**src/rtl/core/bti_ram.sv**
```systemverilog
`timescale 1ns / 1ps
// ----------------------------------------------------------------------------
// bti_ram
// generic single-port-write, single-port-read ram with registered read
// ----------------------------------------------------------------------------
module bti_ram #(
	parameter  int WIDTH = 64,
	parameter  int DEPTH = 64,
	localparam int AW    = (DEPTH > 1) ? $clog2(DEPTH) : 1
) (
	input  logic             clk,
	input  logic             we,
	input  logic [AW-1:0]    waddr,
	input  logic [WIDTH-1:0] wdata,
	input  logic [AW-1:0]    raddr,
	output logic [WIDTH-1:0] rdata
);

	logic [WIDTH-1:0] mem_q [DEPTH];

	always_ff @(posedge clk) begin
		if (we) begin
			mem_q[waddr] <= wdata;
		end
		rdata <= mem_q[raddr];
	end

endmodule

```
**config.mk**
```make
export PLATFORM = sky130hd
export DESIGN_NAME = bti_ram
export DESIGN_NICKNAME = d
export VERILOG_FILES = /design/src/rtl/core/bti_ram.sv
export SDC_FILE = /design/constraint.sdc
export NUM_CORES = 2
export LEC_CHECK = 0
export ABC_AREA = 0
export BUFFER_PORTS_ARGS = -buffer_cell sky130_fd_sc_hd__buf_2
export CAP_MARGIN = 10
export CELL_PAD_IN_SITES_DETAIL_PLACEMENT = 2
export CELL_PAD_IN_SITES_GLOBAL_PLACEMENT = 2
export CORE_UTILIZATION = 45
export DETAILED_ROUTE_END_ITERATION = 12
export PLACE_DENSITY_LB_ADDON = 0.3
export SYNTH_ARGS = -nofsm -noshare
export SYNTH_HDL_FRONTEND = slang
export SYNTH_SLANG_ARGS = --single-unit
```
**constraint.sdc**
```tcl
create_clock -name clk -period 9.4 [get_ports clk]
set_input_delay 0.47 -clock clk [delete_from_list [all_inputs] [get_ports clk]]
set_output_delay 0.47 -clock clk [all_outputs]
set_load 0.01 [all_outputs]
```
==> results.yml <==
sta:
  hold_ws_ns: -0.0203
  fmax_mhz: 248
  worst_slew_pin_slew_ns: 1.43
  period_needed_ns: 4.03
  relSlewSlack_pct: 4.41
  drv_slew: 0
  setup_tns_ns: 0
  rsz0062_at_grt: "no"
  clock_skew_ns: 0.0541
  finalWorstSetupSlack_ns: 5.37
  timing.final.crit_share_pct: 42.9
  setup_violations: 0
  hold_viol_final: 13
detailed_routing:
  drt-initial-drc-count: 13604
  drc: 0
  wl_per_cell_microns: 53.1
  vias: 84571
  ant_nets: 0
  detail_route.vias_per_cell: 7.04
  dr.pass1.iters: 6
  routed_wl_microns: 637000
clocking:
  root_buffer: "clkbuf_16"
  clk_latency_ns: 1.05
  cts_resized: 0
  cts_buffer_depth: 4
  cts_sinks: 4160
  cts-buffers-inserted: 427
  htree_levels: 5
  cts_tree: "yes"
  cts_setup_buffers: 0
  clk_pin_slew_ns: 0.07
power_and_ir_drop:
  p_leak_nw: 55.5
  clkPwrFrac_pct: 45.2
  pwr-share-seq_pct: 50.0
  vdd_drop_max_mv: 0.200
  switching_share_pct: 23.8
  power.internal_w: 0.0315
  comb_power_share_pct: 4.8
  powerDensity_nw_per_um2: 232
  p_sw_w: 0.00984
setup_path:
  reg2reg_slack_ns: 6.97
  worstSetupStartpointType: "input port"
  worst_path_max_delay_cell: "nor2_4"
  critPathMaxFanout: 27
  crit_path_end_kind: "flop"
  crit_type: "in -> reg"
  crit_path_cell_trace: "buf_2, nor2b_1, nand2b_1, nor2_4, buf_4, buf_4"
  crit_path_end: "mem_q[16][11]"
  r2r_start: "mem_q[32][51]"
  cp_data_arrival_time_ns: 4.63
  cp_data_required_time_ns: 10.00
  rr_endpoint: "rdata[51]"
  r2r_cells: 4
  startpoint: "waddr[4]"
  crit_top_cell: "buf_4"
  slowest_delay_ns: 1.13
global_routing:
  overflow: 0
  grtUsageTotal_pct: 35.7
  grt_use_met2_pct: 60.4
  grt_max_degree: 117
  antenna_found_initial: 53
  busiest_layer: "met2"
  grt_pass1_wl_microns: 828000
  grt_pass1_vias: 87969
  use_met1_pct: 44.9
  met3_usage_pct: 5.90
final_layout:
  num-fill-cells: 29138
  nets: 7113
  area_growth_pct: 14.1
  multiInputGateArea_sq_um: 30800
  drive_gt1_share_pct: 28.7
  seq_area_sq_um: 124000
floorplanning:
  fp.coreArea_sq_um: 346000
  fp.dieH_microns: 591
  start_util_pct: 45.2
  die-area_sq_um: 350000
  rows: 216
  die_w_microns: 591
  pin_count: 142
place:
  post-place-ws_ns: 4.64
  place_congestion: 0.777
  io_buffers: 141
  hpwl_microns: 323000
yosys:
  ys_seq_area_share_pct: 79.5
  synth_mux_area_share_pct: 15.6
  synth_adder_area_share_pct: 0
  synth_seq_cells: 4160
  synth_top_family_by_area: "multiplexers"
  syn-num-nets: 6676
  ys_types: 33
  synth_xor_area_share_pct: 0
  yosysWarnings: 0
  synth_area_per_cell_sq_um: 23.7
  syn_inst: 6598
  synth_compound_area_share_pct: 2.48
  synthSimpleGateAreaFrac_pct: 1.24
  syn_area_sq_um: 156000
status:
  violations: "negative hold slack"
  status: "finished with violations"
min_path:
  min_path_type: "in -> reg"
flow_run:
  drv_cap: 0
placed cells by master (no fill, tap or decap), types with 26 or more instances in the layout:
master / count
buf_12: 40
or2_2: 28
clkinv_2: 71
buf_2: 125
diode_2: 29
a41oi_1: 26
or3_1: 29
mux4_2: 1024
o22ai_1: 83
mux2i_1: 135
clkbuf_1: 86
a211oi_1: 63
a22oi_1: 168
and3_1: 64
nand3_1: 45
nor2_4: 65
o221ai_1: 38
dfxtp_1: 64
nand2_1: 55
edfxtp_1: 4096
clkbuf_16: 439
bufinv_16: 58
clkinv_1: 80
nor2_1: 47
buf_4: 196
a22o_1: 88
power by group through the flow:
stage	clock, W	combinational, W	sequential (W)
final	0.0187	0.00199	0.0207
after global routing	0.0192	0.00202	0.0207
after CTS	0.0186	0.00193	0.0207
after detailed placement	0	0.00187	0.0211
after global placement	0	0.00173	0.0210
after floorplan	0	0.000956	0.0210
worst min path at each step:
stage | start | end | cells past startpoint
after floorplan | wdata[0] | mem_q[0][0] | 0
after global placement | mem_q[38][62] | rdata[62] | 4
after detailed placement | mem_q[39][10] | rdata[10] | 4
after CTS | raddr[4] | rdata[10] | 4
after global routing | wdata[41] | mem_q[1][41] | 1
final | wdata[41] | mem_q[16][41] | 1
cell families (layout without fill, tap and decap cells):
family                 after synthesis  after routing
DFF                               4160           4160
AOI/OAI and AO/OA                  504            504
and+or+nand+nor                    386            386
other                                0             29
buffers and inverters              389           1191
muxes                             1159           1159
worst max-delay path, delay by kind of cell:
| kind | cells | cell delay (ns) |
|---|---|---|
| and+or+nand+nor | 3 | 2.15 |
| buffers and inverters | 3 | 1.93 |
per-layer routing:
metal / vias to the layer above / share of wire, %
li1: 29422 / -
met1: 46944 / 35
met2: 6648 / 50
met3: 1533 / 9.4
met4: 24 / 5.8
met5: - / 0.027
state kept, by name (all words and copies together) (netlist names):
register and flops:
mem_q 4096, rdata 64
stage by stage:
stage	area, sq um	power [W]	std cells	hold slack (ns)	utilization (%)
after floorplan	156000	0.0219	6598	0.569	-
after global placement	163000	0.0228	11148	0.835	47.2
after detailed placement	163000	0.0229	11148	0.869	47.2
after CTS	178000	0.0412	11942	0.0261	51.4
after global routing	178000	0.0419	11993	0.00186	51.6
final	178000	0.0413	12007	-0.0203	51.6
cell usage after synthesis:
cell type / instances / area, sq um
a211oi_1: 63 / 473
a22o_1: 88 / 771
a22oi_1: 168 / 1260
a2bb2oi_1: 19 / 166
a31o_1: 1 / 8.76
a31oi_1: 18 / 113
a41oi_1: 26 / 228
and2_1: 3 / 18.8
and3_1: 64 / 400
buf_1: 20 / 75.1
buf_2: 170 / 851
buf_4: 34 / 255
buf_6: 6 / 67.6
clkbuf_1: 140 / 526
dfxtp_1: 64 / 1280
edfxtp_1: 4096 / 123000
inv_1: 19 / 71.3
mux2i_1: 135 / 1350
mux4_2: 1024 / 23100
nand2_1: 58 / 218
nand2b_1: 11 / 68.8
nand3_1: 45 / 225
nand3b_1: 2 / 15.0
nand4_1: 2 / 12.5
nand4b_1: 1 / 8.76
nor2_1: 112 / 420
nor2b_1: 28 / 175
nor3_1: 2 / 10.0
o221ai_1: 38 / 333
o22ai_1: 83 / 519
or2_2: 28 / 175
or3_1: 29 / 181
or3b_2: 1 / 8.76
cell type report:
type | instances | area share (%)
timing repair buffer | 378 | 1.74
tap | 4578 | 3.21
clock buffer | 545 | 6.49
antenna | 29 | 0.0407
multi-input combinational | 2049 | 17.3
inverter | 19 | 0.0400
sequential | 4160 | 69.7
clock inverter | 249 | 1.56
what timing repair did:
action / CTS / global route
setup endpoints to repair: 0 / 0
hold buffers: 0 / 14
hold endpoints to repair: 0 / 169
Power figures use the tool's default switching activity.
