**config.mk**
```make
export PLATFORM = sky130hd
export DESIGN_NAME = bti_div
export DESIGN_NICKNAME = d
export VERILOG_FILES = /design/src/rtl/core/bti_pkg.sv /design/src/rtl/core/bti_div.sv
export SDC_FILE = /design/constraint.sdc
export NUM_CORES = 1
export LEC_CHECK = 0
export BUFFER_PORTS_ARGS = -buffer_cell sky130_fd_sc_hd__buf_2
export CORE_ASPECT_RATIO = 1.2
export CORE_UTILIZATION = 45
export DETAILED_ROUTE_END_ITERATION = 12
export PLACE_DENSITY = 0.77
export SLEW_MARGIN = 15
export SYNTH_ARGS = -nofsm -noshare
export SYNTH_HDL_FRONTEND = slang
export SYNTH_SLANG_ARGS = --single-unit
```
**constraint.sdc**
```tcl
create_clock -name clk -period 8.9 [get_ports clk]
set_clock_uncertainty 0.05 [all_clocks]
set_input_delay 0.445 -clock clk [delete_from_list [all_inputs] [get_ports clk]]
set_output_delay 0.445 -clock clk [all_outputs]
set_load 0.01 [all_outputs]
```
**src/rtl/core/bti_pkg.sv**
```systemverilog
`timescale 1ns / 1ps
// ----------------------------------------------------------------------------
// bti_pkg
// shared types and constants of the breakpoint table interpolator
// ----------------------------------------------------------------------------
package bti_pkg;

	localparam int TABLE_DEPTH_DEF = 64;
	localparam int DATA_W          = 32;
	localparam int INDEX_W         = 6;
	localparam int COUNT_W         = 7;
	localparam int PROD_W          = 2 * DATA_W;

	localparam logic [COUNT_W-1:0] ENTRY_COUNT_RST = 7'd2;

	// operation codes
	localparam logic OP_WRITE = 1'b0;
	localparam logic OP_QUERY = 1'b1;

	// status codes
	localparam logic ST_OK    = 1'b0;
	localparam logic ST_RANGE = 1'b1;

	typedef struct packed {
		logic                      operation;
		logic [INDEX_W-1:0]        entry_index;
		logic [DATA_W-1:0]         entry_time;
		logic signed [DATA_W-1:0]  entry_load;
		logic [DATA_W-1:0]         query_time;
	} cmd_t;

	typedef struct packed {
		logic signed [DATA_W-1:0]  result_value;
		logic                      status;
	} result_t;

	typedef enum logic [2:0] {
		S_IDLE,
		S_SCAN,
		S_MUL,
		S_LAUNCH,
		S_DIV
	} bti_state_t;

	typedef struct packed {
		logic               start;
		logic [PROD_W-1:0]  dividend;
		logic [DATA_W-1:0]  divisor;
	} div_req_t;

	typedef struct packed {
		logic               done;
		logic [DATA_W-1:0]  quotient;
		logic [DATA_W-1:0]  remainder;
	} div_rsp_t;

endpackage

```
**src/rtl/core/bti_div.sv**
```systemverilog
`timescale 1ns / 1ps
// ----------------------------------------------------------------------------
// bti_div
// restoring divider, one quotient bit per cycle; needs dividend < divisor<<32
// ----------------------------------------------------------------------------
module bti_div
	import bti_pkg::*;
(
	input  logic     clk,
	input  logic     arst_n,
	input  div_req_t req,
	output div_rsp_t rsp
);

	localparam int CNT_W = $clog2(DATA_W);

	logic              busy_q;
	logic              done_q;
	logic [CNT_W-1:0]  cnt_q;
	logic [DATA_W-1:0] rem_q;
	logic [DATA_W-1:0] low_q;
	logic [DATA_W-1:0] div_q;
	logic [DATA_W:0]   trial;
	logic              take;

	assign trial = {rem_q, low_q[DATA_W-1]};
	assign take  = trial >= {1'b0, div_q};

	always_ff @(posedge clk or negedge arst_n) begin
		if (!arst_n) begin
			busy_q <= 1'b0;
			done_q <= 1'b0;
			cnt_q  <= '0;
		end else begin
			done_q <= 1'b0;
			if (req.start) begin
				busy_q <= 1'b1;
				cnt_q  <= '0;
			end else if (busy_q) begin
				cnt_q <= cnt_q + 1'b1;
				if (cnt_q == CNT_W'(DATA_W - 1)) begin
					busy_q <= 1'b0;
					done_q <= 1'b1;
				end
			end
		end
	end

	// datapath: quotient bits shift into the low word
	always_ff @(posedge clk) begin
		if (req.start) begin
			rem_q <= req.dividend[PROD_W-1:DATA_W];
			low_q <= req.dividend[DATA_W-1:0];
			div_q <= req.divisor;
		end else if (busy_q) begin
			rem_q <= take ? DATA_W'(trial - {1'b0, div_q}) : trial[DATA_W-1:0];
			low_q <= {low_q[DATA_W-2:0], take};
		end
	end

	assign rsp.done      = done_q;
	assign rsp.quotient  = low_q;
	assign rsp.remainder = rem_q;

endmodule
```
==> results of run 1 <==
## sequential cells by signal, indices dropped and copies added (netlist names)
signal,flops
div_q,32
low_q,32
rem_q,32
cnt_q,5
busy_q,1
done_q,1
## worst max-delay path by stage
| stage | cells past startpoint | endpoint |
|---|---|---|
| after floorplan | 13 | rem_q[28] |
| after global placement | 10 | rem_q[26] |
| after detailed placement | 10 | rem_q[26] |
| after CTS | 10 | rem_q[26] |
| after global routing | 10 | rem_q[30] |
| final | 10 | rem_q[26] |
## through the flow
stage                     cells  worst slack, ns
after floorplan             488             5.61
after global placement      800             5.25
after detailed placement    800             5.06
after CTS                   817             5.03
after global routing        817             4.69
final                       817             5.01
## area by class of cell
class | instances | share of cell area (%)
Sequential cell | 103 | 41.9
Multi-Input combinational cell | 325 | 37.7
Timing Repair Buffer | 166 | 11.6
Clock buffer | 9 | 3.09
Tap cell | 168 | 2.88
Inverter | 39 | 2.01
Clock inverter | 7 | 0.772
## cell usage after synthesis (6+ instances only)
| cell | n | area [um2] |
|---|---|---|
| xor2_1 | 16 | 140 |
| nand2_1 | 24 | 90.1 |
| inv_1 | 39 | 146 |
| a21o_1 | 19 | 143 |
| clkbuf_1 | 11 | 41.3 |
| edfxtp_1 | 96 | 2880 |
| nor3_1 | 8 | 40.0 |
| xnor2_1 | 14 | 123 |
| nor2_1 | 18 | 67.6 |
| dfrtp_1 | 7 | 175 |
| mux2_2 | 58 | 653 |
| mux2i_1 | 7 | 70.1 |
| a21oi_1 | 24 | 120 |
| nand4_1 | 6 | 37.5 |
| mux2_4 | 15 | 225 |
| ha_1 | 34 | 425 |
| o21ai_0 | 15 | 75.1 |
## per-layer routing
metal  part of all wire [%]  vias up  GRT usage [%]  wire length [um]
met2                     51      156           34.2              6860
met5                      0        -              0                 0
met3                    6.9       19           4.93               933
li1                       -     2130              -                 -
met1                     40     2109           23.2              5410
met4                    2.4        0           10.3               319
## power by group through the flow
stage	Clock, mW	Combinational [mW]	Sequential [mW]
floorplan	0	0.898	0.792
global placement	0	1.19	0.759
detailed placement	0	1.21	0.761
CTS	0.392	1.22	0.754
global route	0.408	1.34	0.769
finish	0.380	1.22	0.752
## worst max-delay path: cells and delay by family (launching register included)
kind / cells / cell delay, ns
AO/OA/AOI/OAI: 8 / 2.14
AND/OR/NAND/NOR: 1 / 0.57
flip-flops: 1 / 0.43
adder cells (fa/ha/maj): 1 / 0.41
## timing repair
item | 4_1_cts | 5_1_grt
setup endpoints to repair | 0 | 0
hold endpoints to repair | 7 | 0
gates resized for setup | 0 | 0
hold buffers | 1 | 0
## cell usage in the layout (no fill, tap or decap), drive strengths merged, types with 2 or more instances in the layout
master / Yosys / layout
nor3b: 5 / 5
clkinvlp: 0 / 2
o21a: 6 / 6
a31oi: 5 / 5
xor2: 16 / 16
nand2b: 2 / 2
nor2b: 4 / 4
a211oi: 3 / 3
nand4: 6 / 6
xnor2: 14 / 14
o21ai: 16 / 16
dfrtp: 7 / 7
o21bai: 2 / 2
and4: 3 / 3
clkinv: 0 / 2
edfxtp: 96 / 96
inv: 39 / 42
ha: 34 / 34
and3: 3 / 3
mux2: 73 / 73
nor2: 18 / 18
nand2: 24 / 24
and2: 2 / 2
nor3: 8 / 8
clkbuf: 11 / 9
a21oi: 24 / 24
a221o: 5 / 5
a221oi: 5 / 5
buf: 10 / 165
a21o: 19 / 19
mux2i: 7 / 7
nand3: 5 / 5
## kinds of logic after synthesis
kind of cell | Yosys count
AOI/OAI and AO/OA | 95
xor gates and xnor gates | 30
adders and majority gates | 35
buffers and inverters | 60
DFF | 103
muxes | 80
and+or+nand+nor | 85
==> results_dict.tcl, run 1 <==
set metrics [dict create \
    synth-simple-area-share_pct 7.11 \
    worstPathArrival_ns 3.91 \
    hold_end "div_q[3]" \
    synth_seq_cells 103 \
    final_area_mm2 0.00729 \
    r2r-start "rem_q[1]" \
    synth-edff-count 96 \
    grt_max_degree 65 \
    whs_ns 0.209 \
    die_area_mm2 0.0140 \
    peakVddDrop_uv 122 \
    worstPathRequired_ns 8.92 \
    ys.warnings.count 0 \
    fmax_ghz 0.257 \
    rsz0062_at_grt "false" \
    dpl_cell_area_mm2 0.00700 \
    share_comb_of_total_power_pct 51.8 \
    tightest_slew_ns 0.919 \
    synthMuxAreaShare_pct 15.6 \
    multi_input_area_mm2 0.00275 \
    power.internal_mw 1.49 \
    max_cap_violations 0 \
    final_core_util_pct 55.3 \
    cts_tree "yes" \
    tns_ns 0 \
    dr_total_vias 4414 \
    synth_xor_area_share_pct 4.33 \
    cts_buffers 9 \
    path_clk_slew_ns 0.07 \
    io_buffers 163 \
    setup_viol 0 \
    clkPwrFrac_pct 16.2 \
    finalCritPeriodShare_pct 43.7 \
    min_path_cells 1 \
    r2r-end "rem_q[26]" \
    drive_gt1_share_pct 40.4 \
    slowest_stage "a211o_2" \
    cts-root-buf "clkbuf_16" \
    cp-start-kind "flip-flop" \
    powerDensity_mw_per_mm2 322 \
    fillCellCount 1109 \
    path_class "reg -> reg" \
    p_leak_nw 3.31 \
    worstSetupStartpoint "rem_q[1]" \
    max-slew-margin-rel_pct 38.8 \
    critPathMaxStageDelay_ns 0.77 \
    syn_area_mm2 0.00607 \
    synth_top_family_by_area "multiplexers" \
    path_cells "ha_1 -> a21oi_1 -> a21oi_1 -> o21ai_0 -> a211oi_1 -> o21ai_1 -> a21boi_2 -> a211o_2 -> nor2b_1 -> a221oi_1" \
    gp_congestion 0.827 \
    nNetsFinal 778 \
    core_mm2 0.0132 \
    worst-r2r-setup-slack_ns 5.01 \
    cts_setup_buffers 0 \
    syn_to_final_growth_pct 20.1 \
    hp-class "in -> reg" \
    min_period_ns 3.89 \
    hold_violations 0 \
    htree_levels 3 \
    io_pins 164 \
    die_y_um 129 \
    drt_iter0_markers 137 \
    avgSynthCellArea_um2 12.4 \
    insertion_delay_ns 0.36 \
    crit_path_max_fanout 36 \
    place_hpwl_um 10000 \
    final_max_slew_viol_count 0 \
    vias_per_cell 5.40 \
    grt_pass1_vias 4457 \
    syn_nets 622 \
    first_pass_iters 7 \
    antenna_cells 0 \
    synth_fa_ha_area_share_pct 7.34 \
    antenna_found_initial 0 \
    synth_ff_type "edfxtp_1" \
    rows 46 \
    power_mw 2.35 \
    cpMostUsedCell "a21oi_1" \
    ff2ff_path_depth 10 \
    swShare_pct 36.8 \
    switchingPower_mw 0.864 \
    wl_per_cell_um 16.6 \
    ant_nets 0 \
    drt-total-wl_um 13500 \
    grt_pass1_wl_um 21300 \
    cp-end-kind "flip-flop" \
    status "finished, final reports clean" \
    post_synth_inst_count 488 \
    drcViolationCount 0 \
    async_flop_share_pct 6.80 \
    synth_compound_area_share_pct 10.9 \
    grt_usage_pct 20.0 \
    seqPwrFrac_pct 32.0 \
    min_from "req[3]" \
    gr-total-overflow 0 \
    die_w_um 108 \
    initial_core_util_pct 46.0 \
    final-seq-area_mm2 0.00306 \
    ys_seq_area_share_pct 50.4 \
    cts_buffer_depth 2 \
    clock_sinks 103 \
    yosysUniqueCellTypes 53 \
]
Power figures use the tool's default switching activity.
==> run 2: changes to the inputs <==
- ABC_AREA: not set -> 1
- PLACE_DENSITY: 0.77 -> 0.75
- clock period: 8.9 -> 3.9 ns (I/O delays scaled with it)
==> run 2 against run 1 <==
Synthesized cell count is 100% higher. Sequential cell count did not move. Critical path depth grew 1. Via count grew 51%.
==> results_dict.tcl, run 2 <==
set metrics [dict create \
    status "finished, final reports clean" \
    async_flop_share_pct 6.80 \
    worst-r2r-setup-slack_ns 0.60 \
    io_pins 164 \
    drt_iter0_markers 316 \
    clock_sinks 103 \
    synth_area_leader_cell "edfxtp_1" \
    gp_congestion 0.960 \
    insertion_delay_ns 0.36 \
    share_comb_of_total_power_pct 55.5 \
    ys_seq_area_share_pct 42.8 \
    final_max_slew_viol_count 0 \
    avgSynthCellArea_um2 7.27 \
    finalCritPeriodShare_pct 84.7 \
    dr_total_vias 6644 \
    cp-start-kind "flip-flop" \
    synth_commonest_cells "nand2_1 (433), inv_1 (161), edfxtp_1 (96)" \
    critPathBufInv 0 \
    drive_gt1_share_pct 17.7 \
    min_from "req[60]" \
    ff2ff_path_depth 11 \
    swShare_pct 45.7 \
    cts_buffers 9 \
    r2r-end "rem_q[25]" \
    seqPwrFrac_pct 28.9 \
    gr-total-overflow 0 \
    switchingPower_mw 2.60 \
    max_cap_violations 0 \
    power_mw 5.69 \
    antenna_found_initial 0 \
    hold_violations 0 \
    tightest_slew_ns 0.959 \
    die_area_mm2 0.0164 \
    wl_per_cell_um 14.1 \
    cts_tree "yes" \
    crit_family "simple AND/OR/NAND/NOR gates" \
    core_mm2 0.0156 \
    path_class "reg -> reg" \
    peakVddDrop_uv 247 \
    cts_buffer_depth 2 \
    io_buffers 163 \
    synth.top_cell.area_share_pct 40.3 \
    r2r-start "rem_q[27]" \
    ant_nets 0 \
    antenna_cells 0 \
    clkPwrFrac_pct 15.6 \
    max-slew-margin-rel_pct 35.9 \
    tns_ns 0 \
    place_hpwl_um 14800 \
    synth_seq_cells 103 \
    cpMostUsedCell "nand2_1" \
    post_synth_inst_count 984 \
    syn_nets 1118 \
    crit_path_max_fanout 33 \
    p_leak_nw 4.77 \
    yosysMostFrequentCell "nand2_1" \
    die_w_um 117 \
    critPathMaxStageDelay_ns 0.73 \
    cp-end-kind "flip-flop" \
    slowest_stage "nor2_4" \
    setup_viol 0 \
    grt_pass1_wl_um 31900 \
    nNetsFinal 1305 \
    ys.warnings.count 0 \
    powerDensity_mw_per_mm2 651 \
    hold_end "low_q[28]" \
    syn_to_final_growth_pct 22.3 \
    synth_ff_type "edfxtp_1" \
    worstPathRequired_ns 3.97 \
    yosysUniqueCellTypes 33 \
    synth-edff-count 96 \
    first_pass_iters 5 \
    synth.area.top_cells "edfxtp_1 (40%), nand2_1 (23%), inv_1 (8.5%)" \
    power.internal_mw 3.09 \
    cts-root-buf "clkbuf_16" \
    initial_core_util_pct 45.9 \
    layout_commonest_cell "nand2_1" \
    die_y_um 140 \
    worstPathArrival_ns 3.37 \
    rows 50 \
    reg_top3 "div_q x32, low_q x32, rem_q x32" \
    final_cell_mix "nand2_1 (432), buf_2 (162), inv_1 (161)" \
    grt_usage_pct 25.5 \
    drcViolationCount 0 \
    drt-total-wl_um 19600 \
    grt_max_degree 70 \
    min_path_cells 3 \
    htree_levels 3 \
    min_period_ns 3.30 \
    path_clk_slew_ns 0.08 \
    grt_pass1_vias 6573 \
    vias_per_cell 4.80 \
    syn_area_mm2 0.00715 \
    cts_setup_buffers 0 \
    path_cells "ha_1 -> a21oi_1 -> nand2_1 -> a21oi_1 -> nand2_2 -> nor2_4 -> nand2_4 -> nand2_1 -> nand2_1 -> nand2_1 -> nand2_1" \
    rsz0062_at_grt "false" \
    hp-class "in -> reg" \
    fmax_ghz 0.303 \
]
-- run 2: layout make-up --
type	count	area, um2
Fill cell	1509	6840
Multi-Input combinational cell	690	3330
Sequential cell	103	3060
Timing Repair Buffer	201	1190
Inverter	166	623
Tap cell	208	260
Clock buffer	10	229
Clock inverter	6	53.8
-- run 2: logic make-up (layout without fill, tap and decap cells) --
kind of cell	after synthesis	count (layout)	share of synthesized area [%]
xor+xnor	14	14	1.72
flops	103	103	42.8
fa+ha+maj	35	35	6.23
compound gates	27	27	2.07
buf+inv	191	383	10.7
simple gates	614	614	36.5
-- run 2: power by group through the flow --
stage	Clock [mW]	Sequential [mW]	Combinational, mW
final	0.886	1.64	3.16
after global routing	0.942	1.68	3.57
after CTS	0.900	1.64	3.16
after detailed placement	0	1.66	3.11
after global placement	0	1.65	3.10
after floorplan	0	1.74	2.19
-- run 2: metal layers --
layer  vias to the layer above  track usage [%]  routed length, um
met5                         -                0                  0
met4                         0             9.99                598
met3                        32             5.15               1060
met2                       189             42.9               9410
met1                      2979             31.6               8500
li1                       3444                -                  -
-- run 2: worst max path at each step --
stage / endpoint / depth (start not counted) / start / slack [ns]
detailed placement: rem_q[25] / 13 / rem_q[23] / 0.61
global placement: rem_q[25] / 13 / rem_q[21] / 0.70
global route: rem_q[25] / 11 / rem_q[27] / 0.28
finish: rem_q[25] / 11 / rem_q[27] / 0.60
CTS: rem_q[25] / 11 / rem_q[27] / 0.59
floorplan: low_q[0] / 4 / req[96] / 1.33
-- run 2: metrics by stage --
stage / cell area (um2) / std cells / utilization, % / hold WS [ns] / setup WS, ns
global placement: 8130 / 1335 / 52.2 / -0.0125 / 0.700
CTS: 8740 / 1384 / 56.1 / 0.0408 / 0.593
finish: 8740 / 1384 / 56.1 / 0.0474 / 0.595
global route: 8740 / 1384 / 56.1 / 0.0538 / 0.281
detailed placement: 8130 / 1335 / 52.2 / -0.0105 / 0.614
floorplan: 7150 / 984 / - / -0.151 / 1.33
-- run 2: worst reg2reg max path: cells and delay by family, from the launching register on --
family	cells	cell delay, ns
flops	1	0.41
compound gates	2	0.45
fa+ha+maj	1	0.39
simple gates	8	1.78
-- run 2: timing repair --
action,4_1_cts,5_1_grt
hold buffers,33,0
resized for setup,0,0
endpoints found under the hold margin,39,0
